--- config.mk ---
export PLATFORM = sky130hd
export DESIGN_NAME = ppm_frame_generator_core
export DESIGN_NICKNAME = d
export VERILOG_FILES = /design/src/design/ppmfg_pkg.sv /design/src/design/ppmfg_front.sv /design/src/design/ppmfg_queue.sv /design/src/design/ppmfg_back.sv /design/src/design/ppm_frame_generator_core.sv
export SDC_FILE = /design/constraint.sdc
export NUM_CORES = 1
export LEC_CHECK = 0
export BUFFER_PORTS_ARGS = -buffer_cell sky130_fd_sc_hd__buf_2
export CORE_MARGIN = 2
export CORE_UTILIZATION = 40
export CTS_CLUSTER_DIAMETER = 150
export CTS_CLUSTER_SIZE = 8
export DETAILED_ROUTE_END_ITERATION = 8
export GPL_TIMING_DRIVEN = 0
export PLACE_DENSITY = 0.55
export SKIP_CTS_REPAIR_TIMING = 1
export SLEW_MARGIN = 25
export SYNTH_ARGS = -nofsm -noshare
export SYNTH_HDL_FRONTEND = slang
export SYNTH_SLANG_ARGS = --single-unit
--- constraint.sdc ---
create_clock -name clk_i -period 16.5 [get_ports clk_i]
set_input_delay 0.825 -clock clk_i [delete_from_list [all_inputs] [get_ports clk_i]]
set_output_delay 0.825 -clock clk_i [all_outputs]
set_load 0.02 [all_outputs]
--- src/design/ppmfg_pkg.sv ---
// Package for the PPM frame generator: shared types, register codes and defaults.
// Used by every module of the block; depends on nothing else.
`timescale 1ns / 1ps

package ppmfg_pkg;

  // Default sizing handed to the top level parameters.
  localparam int MaxChannelsDef = 8;
  localparam int TimeWidthDef   = 16;

  // Number of entries in the queue between the front and back parts.
  localparam int QueueDepth = 2;

  // Input item field widths.
  localparam int IdxW = 3;
  localparam int ValW = 12;

  // Configuration port widths.
  localparam int CfgIdxW  = 2;
  localparam int CfgDataW = 16;

  // Configuration register indexes.
  localparam logic [CfgIdxW-1:0] CFG_PULSE_LENGTH  = 2'd0;
  localparam logic [CfgIdxW-1:0] CFG_FRAME_LENGTH  = 2'd1;
  localparam logic [CfgIdxW-1:0] CFG_CHANNEL_COUNT = 2'd2;
  localparam logic [CfgIdxW-1:0] CFG_INVERT_OUTPUT = 2'd3;

  // Register reset values.
  localparam logic [9:0]  PulseLengthRst  = 10'd300;
  localparam logic [15:0] FrameLengthRst  = 16'd22500;
  localparam logic [3:0]  ChannelCountRst = 4'd8;
  localparam logic [ValW-1:0] ChannelWidthRst = 12'd1500;

  // Classified operation of one queued item.
  typedef enum logic [1:0] {
    OP_TICK,
    OP_WRITE,
    OP_DROP
  } op_e;

  // One queued item.
  typedef struct packed {
    op_e             op;
    logic [IdxW-1:0] idx;
    logic [ValW-1:0] val;
  } entry_t;

  // Configuration register set.
  typedef struct packed {
    logic [9:0]  pulse_length;
    logic [15:0] frame_length;
    logic [3:0]  channel_count;
    logic        invert_output;
  } cfg_t;

endpackage

--- src/design/ppmfg_front.sv ---
// Front part of the PPM frame generator: accepts input items and classifies them.
// Depends on ppmfg_pkg; feeds ppmfg_queue.
`timescale 1ns / 1ps

module ppmfg_front #(
  parameter int MAX_CHANNELS = ppmfg_pkg::MaxChannelsDef
) (
  input  logic                       in_valid_i,
  output logic                       in_stall_o,
  input  logic                       kind_i,
  input  logic [ppmfg_pkg::IdxW-1:0] channel_index_i,
  input  logic [ppmfg_pkg::ValW-1:0] channel_value_i,
  input  logic                       queue_full_i,
  output logic                       push_o,
  output ppmfg_pkg::entry_t          entry_o
);
  import ppmfg_pkg::*;

  // Hold off the source while the queue has no room.
  assign in_stall_o = queue_full_i;
  assign push_o     = in_valid_i && !queue_full_i;

  // Ticks advance time; writes outside the channel table are dropped but
  // still produce a result.
  always_comb begin
    entry_o.idx = channel_index_i;
    entry_o.val = channel_value_i;
    if (!kind_i) begin
      entry_o.op = OP_TICK;
    end else if (32'(channel_index_i) < MAX_CHANNELS) begin
      entry_o.op = OP_WRITE;
    end else begin
      entry_o.op = OP_DROP;
    end
  end

endmodule

--- src/design/ppmfg_queue.sv ---
// Short queue of classified items between the front and back parts.
// Depends on ppmfg_pkg for the entry type and depth.
`timescale 1ns / 1ps

module ppmfg_queue (
  input  logic              clk_i,
  input  logic              rst_ni,
  input  logic              push_i,
  input  ppmfg_pkg::entry_t entry_i,
  output logic              full_o,
  output logic              valid_o,
  input  logic              pop_i,
  output ppmfg_pkg::entry_t entry_o
);
  import ppmfg_pkg::*;

  localparam int PtrW = (QueueDepth > 1) ? $clog2(QueueDepth) : 1;
  localparam int CntW = $clog2(QueueDepth + 1);

  entry_t            store_q [QueueDepth];
  logic [PtrW-1:0]   wr_ptr_q, rd_ptr_q;
  logic [CntW-1:0]   count_q;

  assign full_o  = (count_q == CntW'(QueueDepth));
  assign valid_o = (count_q != '0);
  assign entry_o = store_q[rd_ptr_q];

  // Payload storage needs no reset.
  always_ff @(posedge clk_i) begin
    if (push_i) begin
      store_q[wr_ptr_q] <= entry_i;
    end
  end

  // Pointers and fill count.
  always_ff @(posedge clk_i or negedge rst_ni) begin
    if (!rst_ni) begin
      wr_ptr_q <= '0;
      rd_ptr_q <= '0;
      count_q  <= '0;
    end else begin
      if (push_i) begin
        wr_ptr_q <= (wr_ptr_q == PtrW'(QueueDepth - 1)) ? '0 : wr_ptr_q + 1'b1;
      end
      if (pop_i) begin
        rd_ptr_q <= (rd_ptr_q == PtrW'(QueueDepth - 1)) ? '0 : rd_ptr_q + 1'b1;
      end
      if (push_i && !pop_i) begin
        count_q <= count_q + 1'b1;
      end else if (pop_i && !push_i) begin
        count_q <= count_q - 1'b1;
      end
    end
  end

endmodule

--- src/design/ppmfg_back.sv ---
// Back part of the PPM frame generator: channel table, phase timer and output register.
// Depends on ppmfg_pkg; takes items from ppmfg_queue.
`timescale 1ns / 1ps

module ppmfg_back #(
  parameter int MAX_CHANNELS = ppmfg_pkg::MaxChannelsDef,
  parameter int TIME_WIDTH   = ppmfg_pkg::TimeWidthDef
) (
  input  logic              clk_i,
  input  logic              rst_ni,
  input  ppmfg_pkg::cfg_t   cfg_i,
  input  logic              q_valid_i,
  input  ppmfg_pkg::entry_t q_entry_i,
  output logic              q_pop_o,
  output logic              out_valid_o,
  input  logic              out_stall_i,
  output logic              ppm_level_o,
  output logic              frame_start_o,
  output logic              overrun_o
);
  import ppmfg_pkg::*;

  localparam int SlotW = $clog2(MAX_CHANNELS + 1);
  localparam int TabW  = (MAX_CHANNELS > 1) ? $clog2(MAX_CHANNELS) : 1;
  localparam int SumW  = 17;
  localparam int DurW  = SumW + 1;
  localparam logic [31:0] TimeMax = (32'd1 << TIME_WIDTH) - 32'd1;

  logic [ValW-1:0]       widths_q [MAX_CHANNELS];
  logic                  in_pulse_q, in_pulse_d;
  logic [SlotW-1:0]      slot_q, slot_d;
  logic [TIME_WIDTH-1:0] time_left_q, time_left_d;
  logic [SumW-1:0]       sum_q, sum_d;
  logic                  out_valid_q;
  logic                  level_q, fstart_q, ovr_q;
  logic                  fstart_d, ovr_d;

  logic                  fire;
  logic [SlotW-1:0]      count;
  logic [TIME_WIDTH-1:0] tl;
  logic [DurW-1:0]       dur;
  logic [DurW-1:0]       total;
  logic [ValW-1:0]       width_sel;

  // An item is carried out when the output register is free or drains now.
  assign fire    = q_valid_i && (!out_valid_q || !out_stall_i);
  assign q_pop_o = fire;

  // Slots per frame, limited to the table size.
  always_comb begin
    if (32'(cfg_i.channel_count) > MAX_CHANNELS) begin
      count = SlotW'(MAX_CHANNELS);
    end else begin
      count = SlotW'(cfg_i.channel_count);
    end
  end

  assign width_sel = widths_q[slot_q[TabW-1:0]];
  assign total     = DurW'(sum_q) + DurW'(cfg_i.pulse_length);

  // Phase timer, advanced by ticks only: an edge when the timer is empty, then count down.
  always_comb begin
    in_pulse_d  = in_pulse_q;
    slot_d      = slot_q;
    sum_d       = sum_q;
    time_left_d = time_left_q;
    fstart_d    = 1'b0;
    ovr_d       = 1'b0;
    tl          = time_left_q;
    dur         = '0;
    if (q_entry_i.op == OP_TICK) begin
      if (time_left_q == '0) begin
        if (!in_pulse_q) begin
          fstart_d   = (slot_q == '0);
          in_pulse_d = 1'b1;
          dur        = DurW'(cfg_i.pulse_length);
        end else begin
          in_pulse_d = 1'b0;
          if (slot_q >= count) begin
            // Sync gap fills the rest of the frame, clamped on overrun.
            if (total > DurW'(cfg_i.frame_length)) begin
              dur   = '0;
              ovr_d = 1'b1;
            end else begin
              dur = DurW'(cfg_i.frame_length) - total;
            end
            slot_d = '0;
            sum_d  = '0;
          end else begin
            // Channel gap, saturating at zero for a narrow channel.
            if (width_sel > ValW'(cfg_i.pulse_length)) begin
              dur = DurW'(width_sel) - DurW'(cfg_i.pulse_length);
            end else begin
              dur = '0;
            end
            sum_d  = sum_q + SumW'(width_sel);
            slot_d = slot_q + 1'b1;
          end
        end
        if (32'(dur) > TimeMax) begin
          tl = TIME_WIDTH'(TimeMax);
        end else begin
          tl = TIME_WIDTH'(dur);
        end
      end
      if (tl != '0) begin
        time_left_d = tl - 1'b1;
      end else begin
        time_left_d = tl;
      end
    end
  end

  // Channel table.
  always_ff @(posedge clk_i or negedge rst_ni) begin
    if (!rst_ni) begin
      for (int i = 0; i < MAX_CHANNELS; i++) begin
        widths_q[i] <= ChannelWidthRst;
      end
    end else if (fire && (q_entry_i.op == OP_WRITE)) begin
      widths_q[TabW'(q_entry_i.idx)] <= q_entry_i.val;
    end
  end

  // Timer state and output register.
  always_ff @(posedge clk_i or negedge rst_ni) begin
    if (!rst_ni) begin
      in_pulse_q  <= 1'b0;
      slot_q      <= '0;
      time_left_q <= '0;
      sum_q       <= '0;
      out_valid_q <= 1'b0;
      level_q     <= 1'b0;
      fstart_q    <= 1'b0;
      ovr_q       <= 1'b0;
    end else begin
      if (fire) begin
        in_pulse_q  <= in_pulse_d;
        slot_q      <= slot_d;
        time_left_q <= time_left_d;
        sum_q       <= sum_d;
        out_valid_q <= 1'b1;
        level_q     <= in_pulse_d ? cfg_i.invert_output : !cfg_i.invert_output;
        fstart_q    <= fstart_d;
        ovr_q       <= ovr_d;
      end else if (!out_stall_i) begin
        out_valid_q <= 1'b0;
      end
    end
  end

  assign out_valid_o   = out_valid_q;
  assign ppm_level_o   = level_q;
  assign frame_start_o = fstart_q;
  assign overrun_o     = ovr_q;

endmodule

--- src/design/ppm_frame_generator_core.sv ---
// PPM frame generator top level: configuration registers, front, queue and back part.
// One result per input item; each item passes through the queue and the output register.
// Throughput is one item per cycle while the output is not stalled.
// A stalled output holds one result in its register while the queue takes up to two more.
// Reset (asynchronous, active low) restores register defaults, fills the channel table
// with 1500 and empties the queue; the block accepts items as soon as reset is released.
`timescale 1ns / 1ps

module ppm_frame_generator_core #(
  parameter int MAX_CHANNELS = ppmfg_pkg::MaxChannelsDef,
  parameter int TIME_WIDTH   = ppmfg_pkg::TimeWidthDef
) (
  input  logic                           clk_i,
  input  logic                           rst_ni,
  input  logic                           in_valid_i,
  output logic                           in_stall_o,
  input  logic                           kind_i,
  input  logic [ppmfg_pkg::IdxW-1:0]     channel_index_i,
  input  logic [ppmfg_pkg::ValW-1:0]     channel_value_i,
  output logic                           out_valid_o,
  input  logic                           out_stall_i,
  output logic                           ppm_level_o,
  output logic                           frame_start_o,
  output logic                           overrun_o,
  input  logic                           cfg_valid_i,
  output logic                           cfg_ready_o,
  input  logic [ppmfg_pkg::CfgIdxW-1:0]  cfg_index_i,
  input  logic [ppmfg_pkg::CfgDataW-1:0] cfg_data_i
);
  import ppmfg_pkg::*;

  cfg_t   cfg_q;
  logic   queue_full, push, q_valid, q_pop;
  entry_t push_entry, q_entry;

  // Configuration writes are always taken.
  assign cfg_ready_o = 1'b1;

  always_ff @(posedge clk_i or negedge rst_ni) begin
    if (!rst_ni) begin
      cfg_q.pulse_length  <= PulseLengthRst;
      cfg_q.frame_length  <= FrameLengthRst;
      cfg_q.channel_count <= ChannelCountRst;
      cfg_q.invert_output <= 1'b0;
    end else if (cfg_valid_i) begin
      unique case (cfg_index_i)
        CFG_PULSE_LENGTH:  cfg_q.pulse_length  <= cfg_data_i[9:0];
        CFG_FRAME_LENGTH:  cfg_q.frame_length  <= cfg_data_i[15:0];
        CFG_CHANNEL_COUNT: cfg_q.channel_count <= cfg_data_i[3:0];
        CFG_INVERT_OUTPUT: cfg_q.invert_output <= cfg_data_i[0];
      endcase
    end
  end

  ppmfg_front #(
    .MAX_CHANNELS(MAX_CHANNELS)
  ) u_front (
    .in_valid_i     (in_valid_i),
    .in_stall_o     (in_stall_o),
    .kind_i         (kind_i),
    .channel_index_i(channel_index_i),
    .channel_value_i(channel_value_i),
    .queue_full_i   (queue_full),
    .push_o         (push),
    .entry_o        (push_entry)
  );

  ppmfg_queue u_queue (
    .clk_i  (clk_i),
    .rst_ni (rst_ni),
    .push_i (push),
    .entry_i(push_entry),
    .full_o (queue_full),
    .valid_o(q_valid),
    .pop_i  (q_pop),
    .entry_o(q_entry)
  );

  ppmfg_back #(
    .MAX_CHANNELS(MAX_CHANNELS),
    .TIME_WIDTH  (TIME_WIDTH)
  ) u_back (
    .clk_i        (clk_i),
    .rst_ni       (rst_ni),
    .cfg_i        (cfg_q),
    .q_valid_i    (q_valid),
    .q_entry_i    (q_entry),
    .q_pop_o      (q_pop),
    .out_valid_o  (out_valid_o),
    .out_stall_i  (out_stall_i),
    .ppm_level_o  (ppm_level_o),
    .frame_start_o(frame_start_o),
    .overrun_o    (overrun_o)
  );

  // A frame start opens a pulse and an overrun closes one, so they never coincide.
  assert property (@(posedge clk_i) disable iff (!rst_ni)
    out_valid_o |-> !(frame_start_o && overrun_o))
    else $error("frame start and overrun on the same result");

  // A frame start shows the pulse level.
  assert property (@(posedge clk_i) disable iff (!rst_ni)
    (out_valid_o && frame_start_o) |-> (ppm_level_o == cfg_q.invert_output))
    else $error("frame start without pulse level");

  // An overrun ends a pulse, so the line is at its idle level.
  assert property (@(posedge clk_i) disable iff (!rst_ni)
    (out_valid_o && overrun_o) |-> (ppm_level_o != cfg_q.invert_output))
    else $error("overrun without idle level");

  // The input is only held off while the queue holds items.
  assert property (@(posedge clk_i) disable iff (!rst_ni)
    in_stall_o |-> q_valid)
    else $error("input stalled with an empty queue");

endmodule

==> out/results.md, run 1 <==
| Metric | Value |
| --- | --- |
| Status | complete, no violations |
| Rows | 63 |
| Worst hold slack | 115 ps |
| Post-synthesis cell area | 12,100 um2 |
| Buffer levels on the longest clock path | 3 |
| Worst IR drop on VDD | 0.000106 V |
| Area of combinational cells with multiple inputs | 6430 um2 |
| Critical path data required time | 16,950 ps |
| Highest-delay cell along the critical path | sky130_fd_sc_hd__buf_1 |
| Ys flop type | sky130_fd_sc_hd__dfrtp_1 |
| Detailed-route via count | 9,477 |
| Worst setup EP type | register |
| Die Y-Extent | 178 um |
| Number of antenna-violating nets in the routed design | 0 |
| Commonest cells after routing, fill and taps aside | sky130_fd_sc_hd__nand2_1, sky130_fd_sc_hd__nor2_1, sky130_fd_sc_hd__dfrtp_1, sky130_fd_sc_hd__a21oi_1, sky130_fd_sc_hd__o21ai_0 |
| Tot GR Track Use | 20.9% |
| Post-route total power | 2.24 mW |
| Unrepaired setup endpoints after global routing | no |
| Count of endpoints failing setup in the final report | 0 |
| Gr ovfl total | 0 |
| Clock transition at path regs | 70 ps |
| Skew-Pair Late Insertion Delay | 580 ps |
| Library cell with the largest summed area after synthesis | sky130_fd_sc_hd__dfrtp_1 |
| Ratio of final minimum period to clock period | 40.6% |
| Global-route wire length before repair | 52,100 um |
| Number of synthesized flops with an enable pin | 32 |
| Via-per-instance ratio | 5.56 |
| Largest net degree at the start of global routing | 89 |
| Sequential Area | 5380 um2 |
| Synth area leaders | sky130_fd_sc_hd__dfrtp_1, sky130_fd_sc_hd__dfstp_2, sky130_fd_sc_hd__edfxtp_1, sky130_fd_sc_hd__ha_1, sky130_fd_sc_hd__mux4_2 |
| Yosys top cell area share | 21.2% |
| Leak pwr | 5.73 nW |
| HPWL reported at the end of detailed placement | 24,700 um |
| Number of buffers inserted during clock tree synthesis | 29 |
| CP Max Fanout | 10 |
| Rel. slew slack | 33.9% |
| Routed wirelength normalized by instance count | 19.0 um |
| Crit Path Class | reg2reg |
| Post-synthesis to final-layout area growth | 13.3% |
| Sequential cell area fraction in the yosys report | 44.3% |
| Routability Congestion | 0.869 |
| Total of max-cap violations | 0 |
| Kind of start point of the critical path | register |
| Worst Skew | 39.0 ps |
| Horizontal die dimension | 178 um |
| Root Driver | sky130_fd_sc_hd__clkbuf_16 |
| Clock tree sinks | 205 |
| Area of the core region | 29,800 um2 |
| TritonCTS clock tree | done |
| Worst hold path class | in2async |
| Post-synthesis average cell area | 9.98 um2 |
| Layout cell share with drive strength beyond 1 | 18.6% |
| Total power density per cell area | 163 nW/um2 |
| Diodes inserted | 0 |
| Mapped Nets | 1,316 |
| Starting density of the core | 40.7% |
| Post-synthesis cell count | 1,216 |
| Initial antenna violation count | 0 |
| Critical Path, Cell by Cell | buf_2 > buf_1 > mux4_2 > mux2i_1 > ha_1 > inv_1 > fa_1 > a21o_1 > a221oi_2 > o21bai_1 > a2111oi_2 > nand2b_1 > a21oi_2 > a32o_2 > ha_1 > and2_1 > and4b_1 > buf_2 > a211oi_2 > a21boi_0 > o31ai_1 |
| # DRC | 0 |
| Hold Vio Cnt, Final | 0 |
| Slew @ Worst Pin | 988 ps |
| Fraction of synthesis flops using an asynchronous set or reset pin | 84.4% |
| Total of fill cells in the finished design | 2,891 |
| H-tree levels | 1 |
| Most frequent standard cell in the layout excluding fill and tap cells | sky130_fd_sc_hd__nand2_1 |
| Violation count after the first detailed-routing iteration | 641 |
| Via count of the first global-routing pass | 9,730 |
| Pins Over Slew Limit | 0 |
| Final Net Count | 1,393 |
| Sum Neg Setup Slack | 0 ps |
| Number of storage elements in the synthesis netlist | 205 |
| Port Buffer Count | 43 |
| Max Clk Rate | 149 MHz |
| Post-route minimum period | 6700 ps |
| I/O pin count | 45 |
| Crit-path max cell delay | 700 ps |
| Total iterations of the first detailed-routing run | 6 |
| Data arrival, critical path | 7150 ps |
| Synthesis Warnings | 0 |
| Die Area | 31,800 um2 |
| Number of unique standard cell types used by synthesis | 95 |
| Final routed wirelength across all metal layers | 32,300 um |
[sequential cells by signal (all words and copies together) (netlist names)]
name,cells
u_back.widths_q,96
u_queue.store_q,32
cfg_q,31
u_back.sum_q,17
u_back.time_left_q,16
u_back.slot_q,4
u_queue.count_q,2
u_back.frame_start_o,1
u_back.in_pulse_q,1
u_back.out_valid_o,1
u_back.overrun_o,1
u_back.ppm_level_o,1
u_queue.rd_ptr_q,1
u_queue.wr_ptr_q,1
[power breakdown]
part | switching [mW] | leakage [nW] | internal (mW)
registers | 0.102 | 2.32 | 0.740
clock network | 0.226 | 0.395 | 0.326
logic | 0.502 | 3.02 | 0.340
[through the flow]
stage               utilization [%]  instances  setup slack, ps  instance area, um2
floorplan                         -       1216            11020               12100
global placement               43.1       1649             9750               12800
detailed placement             43.4       1652             9860               12900
CTS                            46.1       1703             9780               13700
global route                   46.2       1703             9410               13800
finish                         46.2       1703             9800               13800
[path summary, 6_finish.rpt]
check	depth (start not counted)	end	start	slack, ps
worst min-delay path	1	u_back.time_left_q[4]$_DFFE_PN0P_	rst_ni	120
max in group asynchronous	3	u_back.widths_q[91]$_DFFE_PN1P_	rst_ni	15310
worst min register to register	1	u_back.overrun_o$_DFFE_PN0P_	u_back.overrun_o$_DFFE_PN0P_	470
worst max register to register	21	u_back.time_left_q[8]$_DFFE_PN0P_	u_back.slot_q[0]$_DFFE_PN0P_	9800
min in group clk_i	1	u_queue.store_q[1][8]$_DFFE_PP_	channel_value_i[8]	460
worst max-delay path	21	u_back.time_left_q[8]$_DFFE_PN0P_	u_back.slot_q[0]$_DFFE_PN0P_	9800
[cells in the mapped netlist, drive strengths merged, types with 6 or more instances]
cell type	count
dfstp	70
ha	57
a21oi	103
buf	16
o211ai	12
and2	7
o211a	6
dfrtp	103
o21bai	8
nor2b	14
mux2	33
a31oi	8
nand2	134
nor4	9
o21a	13
a211o	6
mux2i	16
edfxtp	32
nand2b	13
or3	8
nor3	15
xnor2	31
mux4	24
o21ai	94
o31ai	15
inv	35
a21o	17
nand4	14
nor2	112
and3	14
nand3	27
xor2	16
nor3b	6
clkbuf	36
[area by class of cell]
type	count	area share, %
buffer	52	1.53
clock buffer	49	5.82
clock inverter	2	0.182
inverter	35	0.955
multi-input combinational	924	46.8
sequential	205	39.1
tap	390	3.55
timing repair buffer	46	2.09
[critical path: cells and delay by family, from the launching register on]
family / cells / cell delay, ps
buffers and inverters: 4 / 1270
muxes: 2 / 870
and+or+nand+nor: 3 / 540
adders and majority gates: 3 / 820
AOI/OAI and AO/OA: 9 / 2530
DFF: 1 / 530
[metal layers]
layer  wire, um  up-vias  global-route usage (%)
met4       1070        0                    7.25
li1           -     4627                       -
met2      15700      198                    36.7
met5          0        -                       0
met1      14400     4584                    26.7
met3       1150       68                    2.62
[kinds of logic (layout without fill, tap and decap cells)]
family | Yosys count | after routing | share of synthesized area [%]
mux | 73 | 73 | 8.83
other cells | 1 | 1 | 0.0309
flops | 205 | 205 | 44.3
buf+inv | 87 | 184 | 2.81
fa+ha+maj | 61 | 61 | 6.53
compound gates | 341 | 341 | 18.3
simple gates | 401 | 401 | 15.8
xor+xnor | 47 | 47 | 3.39
(Power assumes the default switching activity.)
==> run 2: changes to the inputs <==
- ABC_AREA: not set -> 1
- PLACE_DENSITY: 0.55 -> 0.57
- clock period: 16.5 -> 5.8 ns (I/O delays scaled with it)
==> run 2 against run 1 <==
Net effect: the run now ends with hold timing left; final cell count is 29% higher; fmax is 26% higher; critical path depth is 8 higher; clock skew is 11 ps lower; synthesized cell count is 37% higher; register-to-register slack worse by 9300 ps; die area is 6.0% higher; wire length is 16% higher; first-iteration DRC count is 38% higher; sequential share of layout area is 2.7 points lower; global-route usage is 1.8 points higher; worst setup slack worse by 9300 ps.
==> out/results.md, run 2 <==
| Metric | Value | vs previous |
| --- | --- | --- |
| Routability Congestion | 0.929 | was 0.869 |
| Family with the most delay on the worst path | simple AND/OR/NAND/NOR gates | was compound AO/OA/AOI/OAI gates |
| Buffer levels on the longest clock path | 3 | unchanged |
| Layout cell share with drive strength beyond 1 | 14.4% | was 18.6% |
| CP dominant cell by count | sky130_fd_sc_hd__nand2_1 |  |
| Root Driver | sky130_fd_sc_hd__clkbuf_16 | unchanged |
| Global Route met3 Usage | 2.83% | was 2.62% |
| Number of unique standard cell types used by synthesis | 58 | was 95 |
| Crit-path max cell delay | 480 ps | was 700 ps |
| Final Net Count | 1,867 | was 1,393 |
| Horizontal die dimension | 184 um | was 178 um |
| Total of fill cells in the finished design | 3,125 | was 2,891 |
| Met1 Use GR | 29.4% | was 26.7% |
| Unrepaired setup endpoints after global routing | no | unchanged |
| CP Buf/Inv Count | 5 | was 4 |
| Global-route wire length before repair | 60,400 um | was 52,100 um |
| Via count of the first global-routing pass | 11,400 | was 9,730 |
| Worst setup EP type | register | unchanged |
| FF-to-FF setup slack | 490 ps | was 9800 ps |
| Critical path data required time | 6250 ps | was 16,950 ps |
| Number of synthesized flops with an enable pin | 32 | unchanged |
| Worst R2R End | u_back.time_left_q[10]$_DFFE_PN0P_ | was u_back.time_left_q[8]$_DFFE_PN0P_ |
| Largest net degree at the start of global routing | 90 | was 89 |
| Number of storage elements in the synthesis netlist | 205 | unchanged |
| Top cells by count, synth | sky130_fd_sc_hd__nand2_1, sky130_fd_sc_hd__o21ai_0, sky130_fd_sc_hd__inv_1 | was sky130_fd_sc_hd__nand2_1, sky130_fd_sc_hd__nor2_1, sky130_fd_sc_hd__dfrtp_1 |
| Final routed wirelength across all metal layers | 37,300 um | was 32,300 um |
| Fraction of synthesis flops using an asynchronous set or reset pin | 84.4% | unchanged |
| TritonCTS clock tree | done | unchanged |
| Final worst setup slack | 494 ps | was 9800 ps |
| Die Area | 33,700 um2 | was 31,800 um2 |
| Yosys top cell area share | 20.0% | was 21.2% |
| Post-route total power | 6.90 mW | was 2.24 mW |
| Clock transition at path regs | 60 ps | was 70 ps |
| Leading registers by flop count | u_back.widths_q: 96 flops, u_queue.store_q: 32 flops, cfg_q: 31 flops | unchanged |
| Total power density per cell area | 467 nW/um2 | was 163 nW/um2 |
| Clock tree sinks | 205 | unchanged |
| Most crowded layer after global routing | met2 | unchanged |
| Total iterations of the first detailed-routing run | 5 | was 6 |
| Logic depth of the worst path, buffers included | 29 | was 21 |
| Initial antenna violation count | 0 | unchanged |
| Most repeated cell in the gate-level netlist after synthesis | sky130_fd_sc_hd__nand2_1 | unchanged |
| Tot GR Track Use | 22.8% | was 20.9% |
| Pins Over Slew Limit | 0 | unchanged |
| Data arrival, critical path | 5760 ps | was 7150 ps |
| CP Max Fanout | 10 | unchanged |
| Hold Vio Cnt, Final | 5 | was 0 |
| Rows | 65 | was 63 |
| Failing checks | hold timing |  |
| Ratio of final minimum period to clock period | 91.5% | was 40.6% |
| Sum Neg Setup Slack | 0 ps | unchanged |
| Area of the core region | 31,600 um2 | was 29,800 um2 |
| Commonest cells after routing, fill and taps aside | sky130_fd_sc_hd__nand2_1, sky130_fd_sc_hd__o21ai_0, sky130_fd_sc_hd__inv_1, sky130_fd_sc_hd__nor2_1, sky130_fd_sc_hd__dfrtp_1 | was sky130_fd_sc_hd__nand2_1, sky130_fd_sc_hd__nor2_1, sky130_fd_sc_hd__dfrtp_1, sky130_fd_sc_hd__a21oi_1, sky130_fd_sc_hd__o21ai_0 |
| # DRC | 0 | unchanged |
| Share of power burned in combinational logic | 43.2% | was 37.6% |
| Net switching power | 2.92 mW | was 829 uW |
| Power Internal | 3.98 mW | was 1.41 mW |
| Sequential share of power | 33.7% | was 37.7% |
| Routed wirelength normalized by instance count | 17.0 um | was 19.0 um |
| Total of max-cap violations | 0 | unchanged |
| Register name with the most flops | u_back.widths_q | unchanged |
| Post-synthesis to final-layout area growth | 14.7% | was 13.3% |
| Worst hold path class | in2reg | was in2async |
| Count of endpoints failing setup in the final report | 0 | unchanged |
| Number of buffers inserted during clock tree synthesis | 29 | unchanged |
| Number of flip-flops under the largest register name | 96 | unchanged |
| Register-to-Register Path Depth | 29 | was 21 |
| Post-synthesis cell count | 1,665 | was 1,216 |
| Worst IR drop on VDD | 0.000295 V | was 0.000106 V |
| Die Y-Extent | 184 um | was 178 um |
| Post-synthesis cell area | 12,900 um2 | was 12,100 um2 |
| Slew @ Worst Pin | 970 ps | was 988 ps |
| Reg2reg start | u_back.slot_q[0]$_DFFE_PN0P_ | unchanged |
| Detailed-route via count | 11,400 | was 9,477 |
| Number of antenna-violating nets in the routed design | 0 | unchanged |
| Worst hold slack | -12.9 ps | was 115 ps |
| Mapped Nets | 1,765 | was 1,316 |
| Post-route minimum period | 5310 ps | was 6700 ps |
| Worst Skew | 28.4 ps | was 39.0 ps |
| Global routing usage on met2 | 38.8% | was 36.7% |
| Starting density of the core | 40.7% | about the same |
| Worst setup path startpoint | u_back.slot_q[0]$_DFFE_PN0P_ | unchanged |
| Sequential cell area fraction in the yosys report | 41.7% | was 44.3% |
| Leak pwr | 6.85 nW | was 5.73 nW |
| H-tree levels | 1 | unchanged |
| Post-synthesis average cell area | 7.74 um2 | was 9.98 um2 |
| End of the critical path | u_back.time_left_q[10]$_DFFE_PN0P_ | was u_back.time_left_q[8]$_DFFE_PN0P_ |
| Gr ovfl total | 0 | unchanged |
| Skew-Pair Late Insertion Delay | 580 ps | about the same |
| Crit Path Class | reg2reg | unchanged |
| I/O pin count | 45 | unchanged |
| Worst setup slack after placement | 382 ps | was 9860 ps |
| Fraction of power spent switching nets | 42.3% | was 37.1% |
| Share of total power in the clock network | 23.1% | was 24.7% |
| Highest-delay cell along the critical path | sky130_fd_sc_hd__a31oi_1 | was sky130_fd_sc_hd__buf_1 |
| Violation count after the first detailed-routing iteration | 886 | was 641 |
| Via-per-instance ratio | 5.21 | was 5.56 |
| Synthesis Warnings | 0 | unchanged |
| Diodes inserted | 0 | unchanged |
| Ys flop type | sky130_fd_sc_hd__dfrtp_1 | unchanged |
| Kind of start point of the critical path | register | unchanged |
| Synth area leaders | sky130_fd_sc_hd__dfrtp_1, sky130_fd_sc_hd__dfstp_2, sky130_fd_sc_hd__nand2_1, sky130_fd_sc_hd__edfxtp_1, sky130_fd_sc_hd__o21ai_0 | was sky130_fd_sc_hd__dfrtp_1, sky130_fd_sc_hd__dfstp_2, sky130_fd_sc_hd__edfxtp_1, sky130_fd_sc_hd__ha_1, sky130_fd_sc_hd__mux4_2 |
| Port Buffer Count | 43 | unchanged |
| Most frequent standard cell in the layout excluding fill and tap cells | sky130_fd_sc_hd__nand2_1 | unchanged |
| Status | finished, violations left | was complete, no violations |
| Max Clk Rate | 188 MHz | was 149 MHz |
| HPWL reported at the end of detailed placement | 27,700 um | was 24,700 um |
| Rel. slew slack | 34.7% | was 33.9% |
| Library cell with the largest summed area after synthesis | sky130_fd_sc_hd__dfrtp_1 | unchanged |
-- run 2: cell families after synthesis --
family / share of synthesized area [%]
compound gates: 14.3
xor+xnor: 3.33
fa+ha+maj: 6.15
buf+inv: 7.49
flops: 41.7
mux: 0.602
other cells: 0.0291
simple gates: 26.4
-- run 2: power groups by stage --
stage | clock (mW) | sequential (mW) | combinational [mW]
3_3_place_gp | 0 | 2.33 | 2.89
6_report | 1.60 | 2.33 | 2.98
3_5_place_dp | 0 | 2.34 | 2.94
4_1_cts | 1.63 | 2.32 | 2.96
2_1_floorplan | 0 | 2.28 | 2.14
5_1_grt | 1.69 | 2.38 | 3.38
-- run 2: worst min path at each step --
stage                                      end  depth (start not counted)                             from
6_report                 cfg_q[10]$_DFFE_PN1P_                          3                    cfg_data_i[5]
5_1_grt                  cfg_q[25]$_DFFE_PN0P_                          3                    cfg_data_i[4]
4_1_cts                   cfg_q[9]$_DFFE_PN0P_                          1                           rst_ni
3_5_place_dp              cfg_q[9]$_DFFE_PN0P_                          1                           rst_ni
3_3_place_gp   u_back.widths_q[41]$_DFFE_PN0P_                          2  u_back.widths_q[41]$_DFFE_PN0P_
2_1_floorplan             cfg_q[0]$_DFFE_PN0P_                          0                           rst_ni
-- run 2: per-layer routing --
layer  vias to the layer above  routed length, um
met5                         -                  0
met4                         0               1590
met3                        80               1460
met2                       280              17600
met1                      5366              16700
li1                       5684                  -
-- run 2: stage by stage --
stage               util, %  cell area, um2  std cells  hold WS, ps
finish                 46.7           14800       2191        -12.9
global route           46.7           14800       2191         9.80
CTS                    45.9           14500       2165         -514
detailed placement     43.2           13700       2112         95.5
global placement       43.0           13600       2110          461
floorplan                 -           12900       1665        -5.59
-- run 2: tightest hold or removal path, cell delays in order --
cell and delay, ps:
sky130_fd_sc_hd__buf_2 90, sky130_fd_sc_hd__inv_1 80, sky130_fd_sc_hd__o21ai_0 90
-- run 2: final cells by class --
cell class / instances / area, um2 / share of cell area (%)
well taps: 402 / 503 / 3.40
flip-flops and latches: 205 / 5380 / 36.4
multi-input cells: 1213 / 6560 / 44.4
clock inverters: 2 / 25.0 / 0.169
plain buffers: 55 / 246 / 1.67
clock buffers: 51 / 808 / 5.47
repair buffers: 71 / 541 / 3.66
inverters: 192 / 721 / 4.88
